--- config.mk ---
export PLATFORM = sky130hd
export DESIGN_NAME = joystick_axis_filter
export DESIGN_NICKNAME = d
export VERILOG_FILES = /design/src/jaf_pkg.sv /design/src/joystick_axis_filter.sv
export SDC_FILE = /design/constraint.sdc
export NUM_CORES = 1
export LEC_CHECK = 0
export BUFFER_PORTS_ARGS = -buffer_cell sky130_fd_sc_hd__buf_2
export CORE_ASPECT_RATIO = 1.4
export CORE_MARGIN = 4
export CORE_UTILIZATION = 30
export DETAILED_ROUTE_END_ITERATION = 16
export GPL_TIMING_DRIVEN = 0
export PLACE_DENSITY = 0.58
export SETUP_SLACK_MARGIN = 0.5
export SLEW_MARGIN = 20
export SYNTH_ARGS = -nofsm -noshare
export SYNTH_HDL_FRONTEND = slang
export SYNTH_SLANG_ARGS = --single-unit
--- constraint.sdc ---
create_clock -name clk -period 7.7 [get_ports clk]
set_input_delay 0.385 -clock clk [delete_from_list [all_inputs] [get_ports clk]]
set_output_delay 0.385 -clock clk [all_outputs]
set_load 0.02 [all_outputs]
--- src/jaf_pkg.sv ---
// ----------------------------------------------------------------------------
// jaf_pkg
// Shared types and constants for the joystick axis filter: register indexes,
// register reset values, throttle move directions and the twist map.
// ----------------------------------------------------------------------------
package jaf_pkg;

    // Default axis sample width
    localparam int AXIS_BITS_DEF = 10;

    // Configuration port widths
    localparam int CFG_INDEX_BITS = 3;
    localparam int CFG_DATA_BITS  = 10;

    // Configuration register indexes
    typedef enum logic [CFG_INDEX_BITS-1:0] {
        REG_AXIS_HYST      = 3'd0,
        REG_IDLE_BAND      = 3'd1,
        REG_FAST_DELTA     = 3'd2,
        REG_FAST_PERSIST   = 3'd3,
        REG_MEDIUM_PERSIST = 3'd4,
        REG_TRACK_WINDOW   = 3'd5,
        REG_STABLE_SPAN    = 3'd6
    } reg_index_t;

    // Register reset values
    localparam logic [7:0] AXIS_HYST_RST      = 8'd4;
    localparam logic [6:0] IDLE_BAND_RST      = 7'd3;
    localparam logic [6:0] FAST_DELTA_RST     = 7'd8;
    localparam logic [9:0] FAST_PERSIST_RST   = 10'd6;
    localparam logic [9:0] MEDIUM_PERSIST_RST = 10'd250;
    localparam logic [9:0] TRACK_WINDOW_RST   = 10'd100;
    localparam logic [6:0] STABLE_SPAN_RST    = 7'd3;

    // Throttle move direction
    typedef enum logic [1:0] {
        DIR_NONE = 2'd0,
        DIR_UP   = 2'd1,
        DIR_DOWN = 2'd2
    } dir_t;

    // Twist map: linear on both sides with a flat band around the center
    localparam logic [5:0] TWIST_MAP [64] = '{
        6'd0,  6'd1,  6'd3,  6'd4,  6'd5,  6'd7,  6'd8,  6'd9,
        6'd11, 6'd12, 6'd13, 6'd15, 6'd16, 6'd18, 6'd19, 6'd20,
        6'd22, 6'd23, 6'd24, 6'd26, 6'd27, 6'd28, 6'd30, 6'd31,
        6'd32, 6'd32, 6'd32, 6'd32, 6'd32, 6'd32, 6'd32, 6'd32,
        6'd32, 6'd32, 6'd32, 6'd32, 6'd32, 6'd32, 6'd32, 6'd33,
        6'd34, 6'd36, 6'd37, 6'd38, 6'd39, 6'd41, 6'd42, 6'd43,
        6'd44, 6'd46, 6'd47, 6'd48, 6'd49, 6'd51, 6'd52, 6'd53,
        6'd54, 6'd56, 6'd57, 6'd58, 6'd59, 6'd61, 6'd62, 6'd63
    };

endpackage

--- src/joystick_axis_filter.sv ---
// ----------------------------------------------------------------------------
// joystick_axis_filter
// Filters one raw joystick sample into one snapshot: X/Y hysteresis, twist
// deadband map with unit slew, throttle direction-persistence filter.
// ----------------------------------------------------------------------------
// Usage: one sample transfer can be taken on every clock unless the output
// stalls; its snapshot shows on the output in the next cycle, held in a
// single output register, and a new sample is taken in the same cycle the
// held snapshot is taken downstream. All filter state updates from the
// sample and the current state. A clear transfer (tuser high) produces no
// snapshot and makes the next sample reload the state directly. Write
// configuration registers only while no snapshot is pending.
module joystick_axis_filter #(
    parameter int AXIS_BITS = jaf_pkg::AXIS_BITS_DEF
) (
    input  logic                                clk,
    input  logic                                rst_n,
    // Sample input
    input  logic                                s_axis_tvalid,
    output logic                                s_axis_tready,
    // buttons_in[15:0], x_raw, y_raw, twist_raw[7:0], throttle_raw[6:0],
    // hat_in[7:0], zero fill
    input  logic [((39 + 2*AXIS_BITS + 7) / 8) * 8 - 1:0] s_axis_tdata,
    // cmd: 0 sample, 1 clear
    input  logic                                s_axis_tuser,
    // Snapshot output
    output logic                                m_axis_tvalid,
    input  logic                                m_axis_tready,
    // buttons_out[15:0], x_out, y_out, z_out[5:0], slider_out[6:0],
    // hat_out[7:0], zero fill
    output logic [((37 + 2*AXIS_BITS + 7) / 8) * 8 - 1:0] m_axis_tdata,
    // Configuration writes
    input  logic                                cfg_valid,
    output logic                                cfg_ready,
    input  logic [jaf_pkg::CFG_INDEX_BITS-1:0]  cfg_index,
    input  logic [jaf_pkg::CFG_DATA_BITS-1:0]   cfg_data
);

    import jaf_pkg::*;

    localparam int OUT_BITS = ((37 + 2*AXIS_BITS + 7) / 8) * 8;
    localparam int OUT_USED = 37 + 2*AXIS_BITS;
    localparam int XI = 16;
    localparam int YI = XI + AXIS_BITS;
    localparam int TI = YI + AXIS_BITS;
    localparam int SI = TI + 8;
    localparam int HI = SI + 7;

    // Configuration registers
    logic [7:0] axis_hyst_reg;
    logic [6:0] idle_band_reg;
    logic [6:0] fast_delta_reg;
    logic [9:0] fast_persist_reg;
    logic [9:0] medium_persist_reg;
    logic [9:0] track_window_reg;
    logic [6:0] stable_span_reg;

    // Filter state
    logic                 primed_reg,   primed_next;
    logic [AXIS_BITS-1:0] x_held_reg,   x_held_next;
    logic [AXIS_BITS-1:0] y_held_reg,   y_held_next;
    logic [5:0]           z_held_reg,   z_held_next;
    logic [6:0]           slider_reg,   slider_next;
    dir_t                 dir_reg,      dir_next;
    logic                 tracking_reg, tracking_next;
    logic [9:0]           persist_reg,  persist_next;
    logic [9:0]           wcount_reg,   wcount_next;
    logic [6:0]           wmin_reg,     wmin_next;
    logic [6:0]           wmax_reg,     wmax_next;

    // Output register
    logic                out_valid_reg, out_valid_next;
    logic [OUT_BITS-1:0] out_data_reg,  out_data_next;

    // Input fields
    logic                 in_fire;
    logic                 cmd;
    logic [15:0]          buttons_in;
    logic [AXIS_BITS-1:0] x_raw;
    logic [AXIS_BITS-1:0] y_raw;
    logic [7:0]           twist_raw;
    logic [6:0]           throttle_raw;
    logic [7:0]           hat_in;
    logic [5:0]           z_map;

    // Working values
    logic [AXIS_BITS:0]   hyst_ext;
    logic [6:0]           mag;
    dir_t                 dir_in;
    logic                 fast;
    logic [9:0]           req;
    logic [9:0]           pcount;
    logic [9:0]           wcount;
    logic [6:0]           wmin;
    logic [6:0]           wmax;

    assign s_axis_tready = !out_valid_reg || m_axis_tready;
    assign in_fire       = s_axis_tvalid && s_axis_tready;
    assign cfg_ready     = 1'b1;
    assign m_axis_tvalid = out_valid_reg;
    assign m_axis_tdata  = out_data_reg;

    assign cmd          = s_axis_tuser;
    assign buttons_in   = s_axis_tdata[15:0];
    assign x_raw        = s_axis_tdata[XI +: AXIS_BITS];
    assign y_raw        = s_axis_tdata[YI +: AXIS_BITS];
    assign twist_raw    = s_axis_tdata[TI +: 8];
    assign throttle_raw = s_axis_tdata[SI +: 7];
    assign hat_in       = s_axis_tdata[HI +: 8];
    assign z_map        = TWIST_MAP[twist_raw[5:0]];
    assign hyst_ext     = (AXIS_BITS + 1)'(axis_hyst_reg);

    // Hysteresis: follow the raw value at a distance of h once it leaves the band
    function automatic logic [AXIS_BITS-1:0] hyst_step(
        input logic [AXIS_BITS-1:0] raw,
        input logic [AXIS_BITS-1:0] held,
        input logic [AXIS_BITS:0]   h
    );
        logic [AXIS_BITS:0] raw_w;
        logic [AXIS_BITS:0] held_w;
        raw_w  = {1'b0, raw};
        held_w = {1'b0, held};
        if (raw_w > held_w + h)
            hyst_step = AXIS_BITS'(raw_w - h);
        else if (raw_w + h < held_w)
            hyst_step = AXIS_BITS'(raw_w + h);
        else
            hyst_step = held;
    endfunction

    // Compute next filter state and snapshot
    always_comb
    begin
        primed_next   = primed_reg;
        x_held_next   = x_held_reg;
        y_held_next   = y_held_reg;
        z_held_next   = z_held_reg;
        slider_next   = slider_reg;
        dir_next      = dir_reg;
        tracking_next = tracking_reg;
        persist_next  = persist_reg;
        wcount_next   = wcount_reg;
        wmin_next     = wmin_reg;
        wmax_next     = wmax_reg;
        mag           = '0;
        dir_in        = DIR_NONE;
        fast          = 1'b0;
        req           = '0;
        pcount        = persist_reg;
        wcount        = wcount_reg;
        wmin          = wmin_reg;
        wmax          = wmax_reg;

        if (in_fire)
        begin
            if (cmd)
            begin
                primed_next = 1'b0;
            end
            else if (!primed_reg)
            begin
                // Load state directly from the first sample
                x_held_next   = x_raw;
                y_held_next   = y_raw;
                slider_next   = throttle_raw;
                z_held_next   = z_map;
                dir_next      = DIR_NONE;
                tracking_next = 1'b0;
                persist_next  = '0;
                wcount_next   = '0;
                wmin_next     = throttle_raw;
                wmax_next     = throttle_raw;
                primed_next   = 1'b1;
            end
            else
            begin
                x_held_next = hyst_step(x_raw, x_held_reg, hyst_ext);
                y_held_next = hyst_step(y_raw, y_held_reg, hyst_ext);

                // Slew twist one step toward the mapped value
                if (z_map > z_held_reg)
                    z_held_next = z_held_reg + 6'd1;
                else if (z_map < z_held_reg)
                    z_held_next = z_held_reg - 6'd1;

                if (tracking_reg)
                begin
                    // Track the raw throttle and watch the span per window
                    slider_next = throttle_raw;
                    if (wcount == '0)
                    begin
                        wmin   = throttle_raw;
                        wmax   = throttle_raw;
                        wcount = 10'd1;
                    end
                    else
                    begin
                        if (throttle_raw < wmin)
                            wmin = throttle_raw;
                        if (throttle_raw > wmax)
                            wmax = throttle_raw;
                        if (wcount < track_window_reg)
                            wcount = wcount + 10'd1;
                    end
                    if (wcount >= track_window_reg)
                    begin
                        if (wmax - wmin <= stable_span_reg)
                            tracking_next = 1'b0;
                        wcount = '0;
                        wmin   = throttle_raw;
                        wmax   = throttle_raw;
                    end
                    wcount_next  = wcount;
                    wmin_next    = wmin;
                    wmax_next    = wmax;
                    dir_next     = DIR_NONE;
                    persist_next = '0;
                end
                else
                begin
                    if (throttle_raw > slider_reg)
                    begin
                        mag    = throttle_raw - slider_reg;
                        dir_in = DIR_UP;
                    end
                    else
                    begin
                        mag    = slider_reg - throttle_raw;
                        dir_in = DIR_DOWN;
                    end

                    if (mag <= idle_band_reg)
                    begin
                        dir_next     = DIR_NONE;
                        persist_next = '0;
                    end
                    else
                    begin
                        // Count samples moving the same way
                        fast = (mag >= fast_delta_reg);
                        req  = fast ? fast_persist_reg : medium_persist_reg;
                        if (dir_in != dir_reg)
                        begin
                            dir_next = dir_in;
                            pcount   = 10'd1;
                        end
                        else if (pcount < req)
                        begin
                            pcount = pcount + 10'd1;
                        end
                        persist_next = pcount;
                        if (pcount >= req)
                        begin
                            slider_next  = throttle_raw;
                            dir_next     = DIR_NONE;
                            persist_next = '0;
                            if (fast)
                            begin
                                tracking_next = 1'b1;
                                wcount_next   = 10'd1;
                                wmin_next     = throttle_raw;
                                wmax_next     = throttle_raw;
                            end
                        end
                    end
                end
            end
        end
    end

    // Snapshot payload and output valid
    always_comb
    begin
        out_data_next = '0;
        out_data_next[OUT_USED-1:0] = {hat_in, slider_next, z_held_next,
                                       y_held_next, x_held_next, buttons_in};
        if (in_fire && !cmd)
            out_valid_next = 1'b1;
        else if (m_axis_tready)
            out_valid_next = 1'b0;
        else
            out_valid_next = out_valid_reg;
    end

    // Hold configuration, state and output register
    always_ff @(posedge clk or negedge rst_n)
    begin
        if (!rst_n)
        begin
            axis_hyst_reg      <= AXIS_HYST_RST;
            idle_band_reg      <= IDLE_BAND_RST;
            fast_delta_reg     <= FAST_DELTA_RST;
            fast_persist_reg   <= FAST_PERSIST_RST;
            medium_persist_reg <= MEDIUM_PERSIST_RST;
            track_window_reg   <= TRACK_WINDOW_RST;
            stable_span_reg    <= STABLE_SPAN_RST;
            primed_reg         <= 1'b0;
            x_held_reg         <= '0;
            y_held_reg         <= '0;
            z_held_reg         <= '0;
            slider_reg         <= '0;
            dir_reg            <= DIR_NONE;
            tracking_reg       <= 1'b0;
            persist_reg        <= '0;
            wcount_reg         <= '0;
            wmin_reg           <= '0;
            wmax_reg           <= '0;
            out_valid_reg      <= 1'b0;
        end
        else
        begin
            if (cfg_valid && cfg_ready)
            begin
                unique case (cfg_index)
                    REG_AXIS_HYST:      axis_hyst_reg      <= cfg_data[7:0];
                    REG_IDLE_BAND:      idle_band_reg      <= cfg_data[6:0];
                    REG_FAST_DELTA:     fast_delta_reg     <= cfg_data[6:0];
                    REG_FAST_PERSIST:   fast_persist_reg   <= cfg_data;
                    REG_MEDIUM_PERSIST: medium_persist_reg <= cfg_data;
                    REG_TRACK_WINDOW:   track_window_reg   <= cfg_data;
                    REG_STABLE_SPAN:    stable_span_reg    <= cfg_data[6:0];
                    default:            ;
                endcase
            end
            primed_reg    <= primed_next;
            x_held_reg    <= x_held_next;
            y_held_reg    <= y_held_next;
            z_held_reg    <= z_held_next;
            slider_reg    <= slider_next;
            dir_reg       <= dir_next;
            tracking_reg  <= tracking_next;
            persist_reg   <= persist_next;
            wcount_reg    <= wcount_next;
            wmin_reg      <= wmin_next;
            wmax_reg      <= wmax_next;
            out_valid_reg <= out_valid_next;
        end
    end

    // Load snapshot payload on a sample transfer
    always_ff @(posedge clk)
    begin
        if (in_fire && !cmd)
            out_data_reg <= out_data_next;
    end

endmodule

**Word-level counts from Yosys, hierarchy flattened**

Memories as Yosys holds them, arrays and structs flattened.
Cells that the tools add are included.

- Add/subtract/negate cells: 13
- $lt $le $gt $ge: 17
- Equal/unequal tests: 11
- Multiplexer cells: 93
- Bitwise logic cells: 2
- Reduce and logical (&&, ||, !) cells: 18

Operators by type and width:

| operator | number |
|---|---|
| two-way mux 10 bit | 34 |
| two-way mux 7 bit | 32 |
| adder 10 x 8 -> 11 bit | 4 |
| two-way mux 6 bit | 7 |
| > comparator 10 x 11 -> 1 bit | 2 |
| < comparator 11 x 10 -> 1 bit | 2 |
| subtractor 7 bit | 3 |
| adder 10 x 1 -> 10 bit (second input constant) | 2 |
| greater-or-equal comparator 10 bit | 2 |
| < comparator 10 bit | 2 |
| two-way mux 2 bit | 10 |
| subtractor 10 x 8 -> 10 bit | 2 |
| AND reduction 2 bit | 8 |
| > comparator 7 bit | 2 |
| <= comparator 7 bit | 2 |
| logical NOT 10 bit | 1 |
| two-way mux 1 bit | 10 |
| equality test 3 bit (second input constant) | 3 |
| greater-or-equal comparator 7 bit | 1 |
| greater-or-equal comparator 7 bit (second input constant) | 1 |
| < comparator 7 bit | 1 |
| NOT 6 -> 7 bit | 1 |
| adder 6 x 1 -> 6 bit (second input constant) | 1 |
| equality test 3 x 2 -> 1 bit (second input constant) | 2 |
| other kinds (16) | 19 |

- Bits in registers: 188
- Bits in read-only memories: 384
- Input bits: 83
- Word-level logic and storage cells: 175
- Memories: 1

Memories:

| name | depth | bits a word | read ports | clocked after memory_dff | write ports | RTL line | text |
|---|---|---|---|---|---|---|---|
| (name not given) | 64 | 6 | 1 | 0 | 0 | joystick_axis_filter.sv:110 | `assign z_map = TWIST_MAP[twist_raw[5:0]];` |

**Logic depth before layout (Yosys ltp)**

Gate-level depths: netlist of run 1.

- Depth in word-level cells: 23
- Gate-level depth with buffers: 35
- Depth with buffers taken out: 33

**Least setup slack after synthesis of run 1**

No wires, ideal clock.

- Path kind: input to register
- From: input port s_axis_tdata[45]
- To: register out_data_reg[43], in the netlist m_axis_tdata[43] (data pin)
- Arrival time: 7.309 ns
- Required time: 7.425 ns
- Slack: 0.116 ns
- Stages on the path: 32
- Buffers on the path: 2
- Path through: inv_1 > ha_1 > nor2b_1 > o31a_1 > o211a_1 > o21ai_2 > mux2_2 > a221o_1 > a211oi_1 > xnor2_1 > ha_1 > and3_1 > a221oi_2 > o21ai_2 > buf_4 > mux2i_1 > ha_1 > a21o_1 > a21o_1 > a211o_1 > a311o_1 > nand2b_4 > or3_1 > a21oi_1 > ha_1 > a22oi_1 > o211ai_1 > a21oi_1 > nor3_1 > o21ai_0 > clkbuf_1 > o21ai_0

- Cells in the longest elaborated chain, start to end: 23
- Elaborated cells on any way between the ends: 32
- Classes of those cells: 2 x add/sub; 5 x order compare; 1 x eq/ne; 24 x mux

Ends and longest elaborated chain:

| item | RTL line | text |
|---|---|---|
| start, declared | joystick_axis_filter.sv:23 | `input logic [((39 + 2*AXIS_BITS + 7) / 8) * 8 - 1:0] s_axis_tdata,` |
| subtractor 7 bit (tied with other cells) | joystick_axis_filter.sv:228 | `mag = slider_reg - throttle_raw;` |
| two-way mux 7 bit | joystick_axis_filter.sv:221 | `if (throttle_raw > slider_reg)` |
| two-way mux 7 bit | joystick_axis_filter.sv:186 | `if (tracking_reg)` |
| two-way mux 7 bit | joystick_axis_filter.sv:160 | `else if (!primed_reg)` |
| two-way mux 7 bit | joystick_axis_filter.sv:156 | `if (cmd)` |
| two-way mux 7 bit | joystick_axis_filter.sv:154 | `if (in_fire)` |
| greater-or-equal comparator 7 bit | joystick_axis_filter.sv:240 | `fast = (mag >= fast_delta_reg);` |
| two-way mux 10 bit | joystick_axis_filter.sv:241 | `req = fast ? fast_persist_reg : medium_persist_reg;` |
| (+8 left out) | -- |  |
| greater-or-equal comparator 10 bit | joystick_axis_filter.sv:252 | `if (pcount >= req)` |
| two-way mux 7 bit | joystick_axis_filter.sv:252 |  |
| two-way mux 7 bit | joystick_axis_filter.sv:232 | `if (mag <= idle_band_reg)` |
| two-way mux 7 bit | joystick_axis_filter.sv:186 |  |
| two-way mux 7 bit (*) | joystick_axis_filter.sv:160 |  |
| two-way mux 7 bit (*) | joystick_axis_filter.sv:156 |  |
| two-way mux 7 bit (*) | joystick_axis_filter.sv:154 |  |
| via slider_next[1] | joystick_axis_filter.sv:63 | `logic [6:0] slider_reg, slider_next;` |
| end signal, assigned | joystick_axis_filter.sv:344 | `out_data_reg <= out_data_next;` |
| end, declared | joystick_axis_filter.sv:73 | `logic [OUT_BITS-1:0] out_data_reg, out_data_next;` |

Mark *: on every way through the listed nets, which the timed path passes. The rest lies on a longest branch. The select of a mux whose other input is x is not followed.
A chain may end at the register's enable or synchronous reset.

**Final worst setup path of run 1**

- From: register slider_reg[1]
- To: register wmax_reg[0]

- Cells in the longest elaborated chain, start to end: 19
- Elaborated cells on any way between the ends: 30
- Classes of those cells: 2 x add/sub; 5 x order compare; 4 x eq/ne; 18 x mux; 1 x reduce/logical

Ends and longest elaborated chain:

| item | RTL line | text |
|---|---|---|
| start, declared | joystick_axis_filter.sv:63 |  |
| start signal, assigned | joystick_axis_filter.sv:329 | `slider_reg <= slider_next;` |
| subtractor 7 bit (tied with other cells) | joystick_axis_filter.sv:228 |  |
| two-way mux 7 bit | joystick_axis_filter.sv:221 |  |
| two-way mux 7 bit | joystick_axis_filter.sv:186 |  |
| two-way mux 7 bit | joystick_axis_filter.sv:160 |  |
| two-way mux 7 bit | joystick_axis_filter.sv:156 |  |
| two-way mux 7 bit | joystick_axis_filter.sv:154 |  |
| greater-or-equal comparator 7 bit | joystick_axis_filter.sv:240 |  |
| two-way mux 10 bit | joystick_axis_filter.sv:241 |  |
| (+3 left out) | -- |  |
| two-way mux 10 bit | joystick_axis_filter.sv:232 |  |
| two-way mux 10 bit | joystick_axis_filter.sv:186 |  |
| two-way mux 10 bit | joystick_axis_filter.sv:160 |  |
| two-way mux 10 bit | joystick_axis_filter.sv:156 |  |
| two-way mux 10 bit | joystick_axis_filter.sv:154 |  |
| greater-or-equal comparator 10 bit | joystick_axis_filter.sv:252 |  |
| != test 3 x 1 -> 1 bit (no line) | -- |  |
| AND reduction 5 bit (no line) (*) | -- |  |
| end signal, assigned | joystick_axis_filter.sv:335 | `wmax_reg <= wmax_next;` |
| end, declared | joystick_axis_filter.sv:69 | `logic [6:0] wmax_reg, wmax_next;` |

Mark *: on every way between the ends. The rest lies on a longest branch, timed or not. The select of a mux whose other input is x is not followed.

==> results.py, run 1 <==
metrics = {
    "yosys": {
        "async_flop_share_pct": 69.7,
        "synthXorXnorAreaFrac_pct": 4.07,
        "synth.most_common_cell": "ha_1",
        "synthMuxAreaShare_pct": 7.11,
        "yosys.area_share.simple_pct": 13.6,
        "synth_top_area_share_pct": 19.8,
        "ys_types": 79,
        "synth_common_cells": "ha_1 (191), inv_1 (130), nand2_1 (122), dfrtp_1 (114), o21ai_0 (105)",
        "avgSynthCellArea_um2": 9.39,
        "synth-seq-cells": 188,
        "synthAdderAreaFrac_pct": 17.8,
        "syn_area_mm2": 0.0144,
        "synth_top_area_cell": "dfrtp_1",
        "syn-instance-count": 1537,
        "synth-main-ff-cell": "dfrtp_1",
        "synth_compound_area_share_pct": 17.5,
        "seq_area_frac_synth_pct": 34.7,
        "synth_top_family_by_area": "adder cells",
        "synth_area_leaders": "dfrtp_1 (20%), ha_1 (17%), edfxtp_1 (12%), mux2_2 (4.1%), o21ai_0 (3.6%)",
        "synth_enable_flop_cells": 57,
        "ys_warn_count": 0,
    },
    "drt": {
        "routedWlPerCell_um": 17.4,
        "drtIter0Drc": 604,
        "drtPass1Iterations": 5,
        "ant_nets": 0,
        "viasPerCell": 5.10,
        "drcViolationCount": 0,
        "routed_wl_um": 41700,
        "dr_total_vias": 12200,
    },
    "run_status": {
        "status": "finished with violations",
        "failed_checks": "negative setup slack",
    },
    "place": {
        "dpl_cell_area_mm2": 0.0161,
        "portBuffers": 133,
        "gp_congestion": 0.876,
        "dp_hpwl_um": 31900,
        "dp_cells": 2303,
    },
    "clock_tree": {
        "cts_buffers": 17,
        "cts_max_path_buffers": 2,
        "clk_pin_slew_ps": 70,
        "htree_levels": 4,
        "cts_tree": "yes",
        "cts_root_buffer": "clkbuf_16",
        "clock_sinks": 188,
        "insertion_delay_ps": 450,
    },
    "pwr": {
        "power_density_mw_per_mm2": 352,
        "power_leakage_nw": 7.93,
        "ir_worst_vdd_v": 0.000194,
    },
    "global_routing": {
        "grt_first_pass_wirelength_um": 66900,
        "grt_pass1_vias": 12600,
        "grt_max_degree": 68,
        "grt_overflow_total": 0,
        "track_usage_pct": 16.0,
        "antenna_found_initial": 7,
    },
    "sta": {
        "worst_slack_ps": -4.52,
        "rsz0062_at_grt": "yes",
        "drv_slew": 0,
        "holdWs_ps": 105,
        "skew_ps": 11.3,
        "setup_viol": 3,
        "final-hold-violation-count": 0,
        "fin_crit_sh_pct": 100,
        "max_clock_freq_mhz": 130,
        "slew_headroom_pct": 33.1,
        "worstMarginPinSlew_ps": 991,
        "tns_ps": -10.5,
        "min_period_ps": 7700,
    },
    "job": {
        "maxCapViolations": 0,
    },
    "critical_path": {
        "crit_slowest_cell": "dfrtp_2",
        "critPathTopFamily": "compound AO/OA/AOI/OAI gates",
        "worstPathMaxFanout": 7,
        "end_kind": "flip-flop",
        "cp_data_required_time_ps": 8030,
        "regToRegEndpoint": "wmax_reg[0]",
        "reg2regPathDepth": 33,
        "critPathKind": "reg2reg",
        "worst-path-buf-inv": 2,
        "crit_arrival_ps": 8040,
        "max_stage_delay_ps": 440,
        "start_kind": "flip-flop",
        "rr_startpoint": "slider_reg[1]",
        "r2r_slack_ps": -5,
    },
    "worst_hold_path": {
        "hold_class": "in2reg",
        "whs_endpoint": "m_axis_tdata[53]",
        "timing.hold.worst.start": "s_axis_tdata[55]",
        "min_delay_path_depth": 1,
    },
    "die": {
        "io_pins": 150,
        "start_util_pct": 30.5,
        "die_w_um": 193,
        "std_cell_rows": 94,
        "die-area_mm2": 0.0517,
        "coreArea_mm2": 0.0473,
        "fp.dieH_um": 267,
    },
    "finish": {
        "final_cells": 2401,
        "syn_to_final_growth_pct": 22.4,
        "largest_reg_flops": 57,
        "design_area_mm2": 0.0177,
        "fillers": 4823,
        "fin_nets": 2044,
        "drive_gt1_share_pct": 22.3,
    },
}
-- logic make-up (layout without fill, tap and decap cells) --
family / after synthesis / in the layout
mux: 95 / 95
fa+ha+maj: 200 / 200
buf+inv: 184 / 415
xor+xnor: 67 / 67
compound gates: 392 / 392
simple gates: 409 / 409
other cells: 2 / 11
flops: 188 / 188
-- layout make-up --
| class | instances | area, µm² | share of cell area (%) |
|---|---|---|---|
| sequential | 188 | 5010 | 28.4 |
| multi-input combinational | 1171 | 9210 | 52.2 |
| inverter | 130 | 492 | 2.78 |
| buffer | 54 | 272 | 1.54 |
| clock buffer | 22 | 497 | 2.81 |
| tap | 624 | 781 | 4.42 |
| timing repair buffer | 199 | 1310 | 7.43 |
| clock inverter | 10 | 76.3 | 0.432 |
| antenna | 3 | 7.51 | 0.0425 |
-- worst reg2reg max path, delay by kind of cell, from the launching register on --
| family | cells | cell delay [ps] |
|---|---|---|
| buffers and inverters | 2 | 300 |
| AOI/OAI and AO/OA | 15 | 3310 |
| and+or+nand+nor | 8 | 1560 |
| muxes | 3 | 890 |
| adders and majority gates | 4 | 940 |
| DFF | 1 | 440 |
| xor gates and xnor gates | 1 | 150 |
-- power by group --
part | internal [W] | switching [W] | leakage (nW) | total (W)
Sequential | 0.00129 | 0.000186 | 2.12 | 0.00147
Combinational | 0.00173 | 0.00213 | 5.53 | 0.00385
Clock | 0.000466 | 0.000417 | 0.285 | 0.000883
-- metrics by stage --
| stage | setup WS [ps] | power [W] | util (%) |
|---|---|---|---|
| detailed placement | -933 | 0.00486 | 34.0 |
| finish | -4.52 | 0.00621 | 37.4 |
| global placement | -835 | 0.00475 | 33.8 |
| global route | -261 | 0.00679 | 37.3 |
| CTS | 94.7 | 0.00615 | 36.8 |
| floorplan | 502 | 0.00403 | - |
-- routing by layer --
layer	track usage, %	wire length (µm)	up-vias
li1	-	-	5992
met1	18.6	17300	5890
met2	29.1	21300	282
met3	2.78	1610	72
met4	6.99	1430	6
met5	0	41	-
-- worst max path at each step --
stage	startpoint	to	slack [ps]	depth (start not counted)
6_report	slider_reg[1]	wmax_reg[0]	-5	33
5_1_grt	slider_reg[1]	wmin_reg[6]	-260	34
4_1_cts	slider_reg[1]	wmax_reg[0]	90	33
3_5_place_dp	s_axis_tdata[45]	wmax_reg[0]	-930	34
3_3_place_gp	s_axis_tdata[45]	wmax_reg[6]	-830	34
2_1_floorplan	s_axis_tdata[45]	persist_reg[9]	500	32
-- what timing repair did --
| action | in CTS | in global routing |
|---|---|---|
| pin swaps | 49 | 24 |
| gates resized for setup | 98 | 29 |
| buffers inserted | 47 | 14 |
| gates cloned | 1 | 0 |
| setup endpoints to repair | 51 | 51 |
| hold endpoints to repair | 54 | 0 |
| hold buffers | 1 | 0 |
-- cell usage in the layout (no fill, tap or decap), types with 42 or more instances in the layout --
master / netlist / final
nand2_1: 122 / 116
mux2_2: 53 / 47
a21oi_1: 101 / 94
buf_2: 2 / 133
xnor2_1: 51 / 49
nor2_1: 99 / 95
edfxtp_1: 57 / 57
inv_1: 130 / 130
buf_4: 10 / 50
ha_1: 191 / 184
dfrtp_1: 114 / 113
o21ai_0: 105 / 84
clkbuf_1: 42 / 42
(Power assumes the default switching activity.)
==> run 2, diff against run 1 <==
--- a/config.mk
+++ b/config.mk
@@ -5,7 +5,7 @@
 export SDC_FILE = /design/constraint.sdc
 export NUM_CORES = 1
 export LEC_CHECK = 0
-export BUFFER_PORTS_ARGS = -buffer_cell sky130_fd_sc_hd__buf_2
+export BUFFER_PORTS_ARGS = -buffer_cell sky130_fd_sc_hd__buf_4
 export CORE_ASPECT_RATIO = 1.4
 export CORE_MARGIN = 4
 export CORE_UTILIZATION = 30
==> results.py, run 2 (synthesized netlist as in run 1, its figures left out) <==
metrics = {
    "critical_path": {
        "cp_data_required_time_ps": 8050,
        "max_stage_delay_ps": 450,
        "crit_path_end": "wmin_reg[6]",
        "worstPathMaxFanout": 7,
        "reg2regPathDepth": 33,
        "end_kind": "flip-flop",
        "critPathKind": "reg2reg",
        "critPathLaunch": "slider_reg[1]",
        "rr_startpoint": "slider_reg[1]",
        "crit_arrival_ps": 8090,
        "crit_slowest_cell": "dfrtp_2",
        "r2r_slack_ps": -40,
        "start_kind": "flip-flop",
        "regToRegEndpoint": "wmin_reg[6]",
    },
    "global_routing": {
        "grt_overflow_total": 0,
        "grt_pass1_vias": 12600,
        "track_usage_pct": 16.0,
        "grt_max_degree": 69,
        "antenna_found_initial": 2,
        "grt_first_pass_wirelength_um": 66200,
    },
    "finish": {
        "final_cells": 2389,
        "drive_gt1_share_pct": 21.7,
        "multi_input_area_mm2": 0.00924,
        "regArea_mm2": 0.00501,
        "fin_nets": 2032,
        "layout_commonest_cell": "ha_1",
        "syn_to_final_growth_pct": 24.5,
        "largest_reg_flops": 57,
        "fillers": 4713,
        "final_cell_mix": "ha_1 (182), buf_4 (172), inv_1 (129)",
    },
    "sta": {
        "holdWs_ps": 94.8,
        "drv_slew": 0,
        "worst_slack_ps": -41.9,
        "tns_ps": -221,
        "min_period_ps": 7740,
        "worstMarginPinSlew_ps": 1080,
        "slew_headroom_pct": 27.3,
        "rsz0062_at_grt": "yes",
        "setup_viol": 8,
        "fin_crit_sh_pct": 101,
        "max_clock_freq_mhz": 129,
        "skew_ps": 16.0,
        "final-hold-violation-count": 0,
    },
    "die": {
        "std_cell_rows": 94,
        "coreArea_mm2": 0.0473,
        "die_w_um": 193,
        "fp.dieH_um": 267,
        "io_pins": 150,
        "die-area_mm2": 0.0517,
        "start_util_pct": 30.5,
    },
    "clock_tree": {
        "clk_pin_slew_ps": 70,
        "htree_levels": 4,
        "clock_sinks": 188,
        "insertion_delay_ps": 470,
        "cts_buffers": 17,
        "cts_max_path_buffers": 2,
        "cts_root_buffer": "clkbuf_16",
        "cts_tree": "yes",
    },
    "place": {
        "pre_cts_ws_ps": -830,
        "dp_cells": 2303,
        "dp_hpwl_um": 31800,
        "gp_congestion": 0.895,
        "portBuffers": 133,
    },
    "drt": {
        "drtIter0Drc": 782,
        "viasPerCell": 5.16,
        "routedWlPerCell_um": 17.5,
        "drcViolationCount": 0,
        "dr_total_vias": 12300,
        "drtPass1Iterations": 5,
        "routed_wl_um": 41900,
        "ant_nets": 0,
    },
    "pwr": {
        "power_leakage_nw": 7.99,
        "ir_worst_vdd_v": 0.000183,
        "power_density_mw_per_mm2": 356,
        "power.total_w": 0.00639,
    },
    "run_status": {
        "failed_checks": "negative setup slack",
        "status": "finished with violations",
    },
    "job": {
        "maxCapViolations": 0,
    },
    "worst_hold_path": {
        "hold_class": "in2reg",
    },
}
run 2: changes by cell type in the layout (fill, tap and decap cells not counted), sizes merged:
cell / change
clkinvlp: -1
buf: -12
bufbuf: +1
inv: -3
clkinv: +7
clkbuf: -4
run 2: report_power, final:
| part | switching (W) | leakage (nW) | internal, W |
|---|---|---|---|
| sequential | 0.000188 | 2.12 | 0.00129 |
| clock | 0.000446 | 0.297 | 0.000465 |
| combinational | 0.00216 | 5.57 | 0.00184 |
run 2: per-layer routing:
metal | share of wire [%] | vias to the layer above | global-route usage [%]
met5 | 0.031 | - | 0
met4 | 3.9 | 2 | 7.56
met3 | 3.9 | 91 | 2.81
met2 | 51 | 300 | 29.0
met1 | 41 | 5955 | 18.2
li1 | - | 5973 | -
run 2: repair_timing:
item                       CTS  global route
pin swaps                   36            31
hold endpoints to repair    52             0
cloned                       1             0
hold buffers                 1             0
setup endpoints to repair   51            51
resized for setup           76            41
setup buffers               39            10
run 2: per-stage QoR:
step,instance area [µm²],util (%)
2_1_floorplan,14500,-
4_1_cts,17700,37.3
6_report,18000,38.0
5_1_grt,18000,38.0
3_3_place_gp,16300,34.5
3_5_place_dp,16400,34.7
run 2: worst min path at each step:
stage / startpoint / endpoint / slack (ps) / cells after the start
2_1_floorplan: rst_n / axis_hyst_reg[0] / 90 / 0
3_3_place_gp: dir_reg[1] / dir_reg[1] / 470 / 2
3_5_place_dp: rst_n / fast_delta_reg[5] / 380 / 1
4_1_cts: s_axis_tdata[5] / m_axis_tdata[5] / 60 / 1
5_1_grt: s_axis_tdata[9] / m_axis_tdata[9] / 70 / 1
6_report: s_axis_tdata[9] / m_axis_tdata[9] / 90 / 1
run 2: layout make-up:
class | count | area share [%]
Timing Repair Buffer | 187 | 8.68
Antenna cell | 3 | 0.0418
Tap cell | 624 | 4.35
Sequential cell | 188 | 27.9
Inverter | 130 | 2.74
Clock buffer | 19 | 2.65
Multi-Input combinational cell | 1171 | 51.4
Clock inverter | 13 | 0.704
Buffer | 54 | 1.50
run 2: critical path: cells and delay by family, from the launching register on:
kind / cells / cell delay (ps)
xor+xnor: 1 / 190
fa+ha+maj: 4 / 910
compound gates: 16 / 3730
mux: 3 / 850
buf+inv: 2 / 280
simple gates: 7 / 1210
flops: 1 / 450
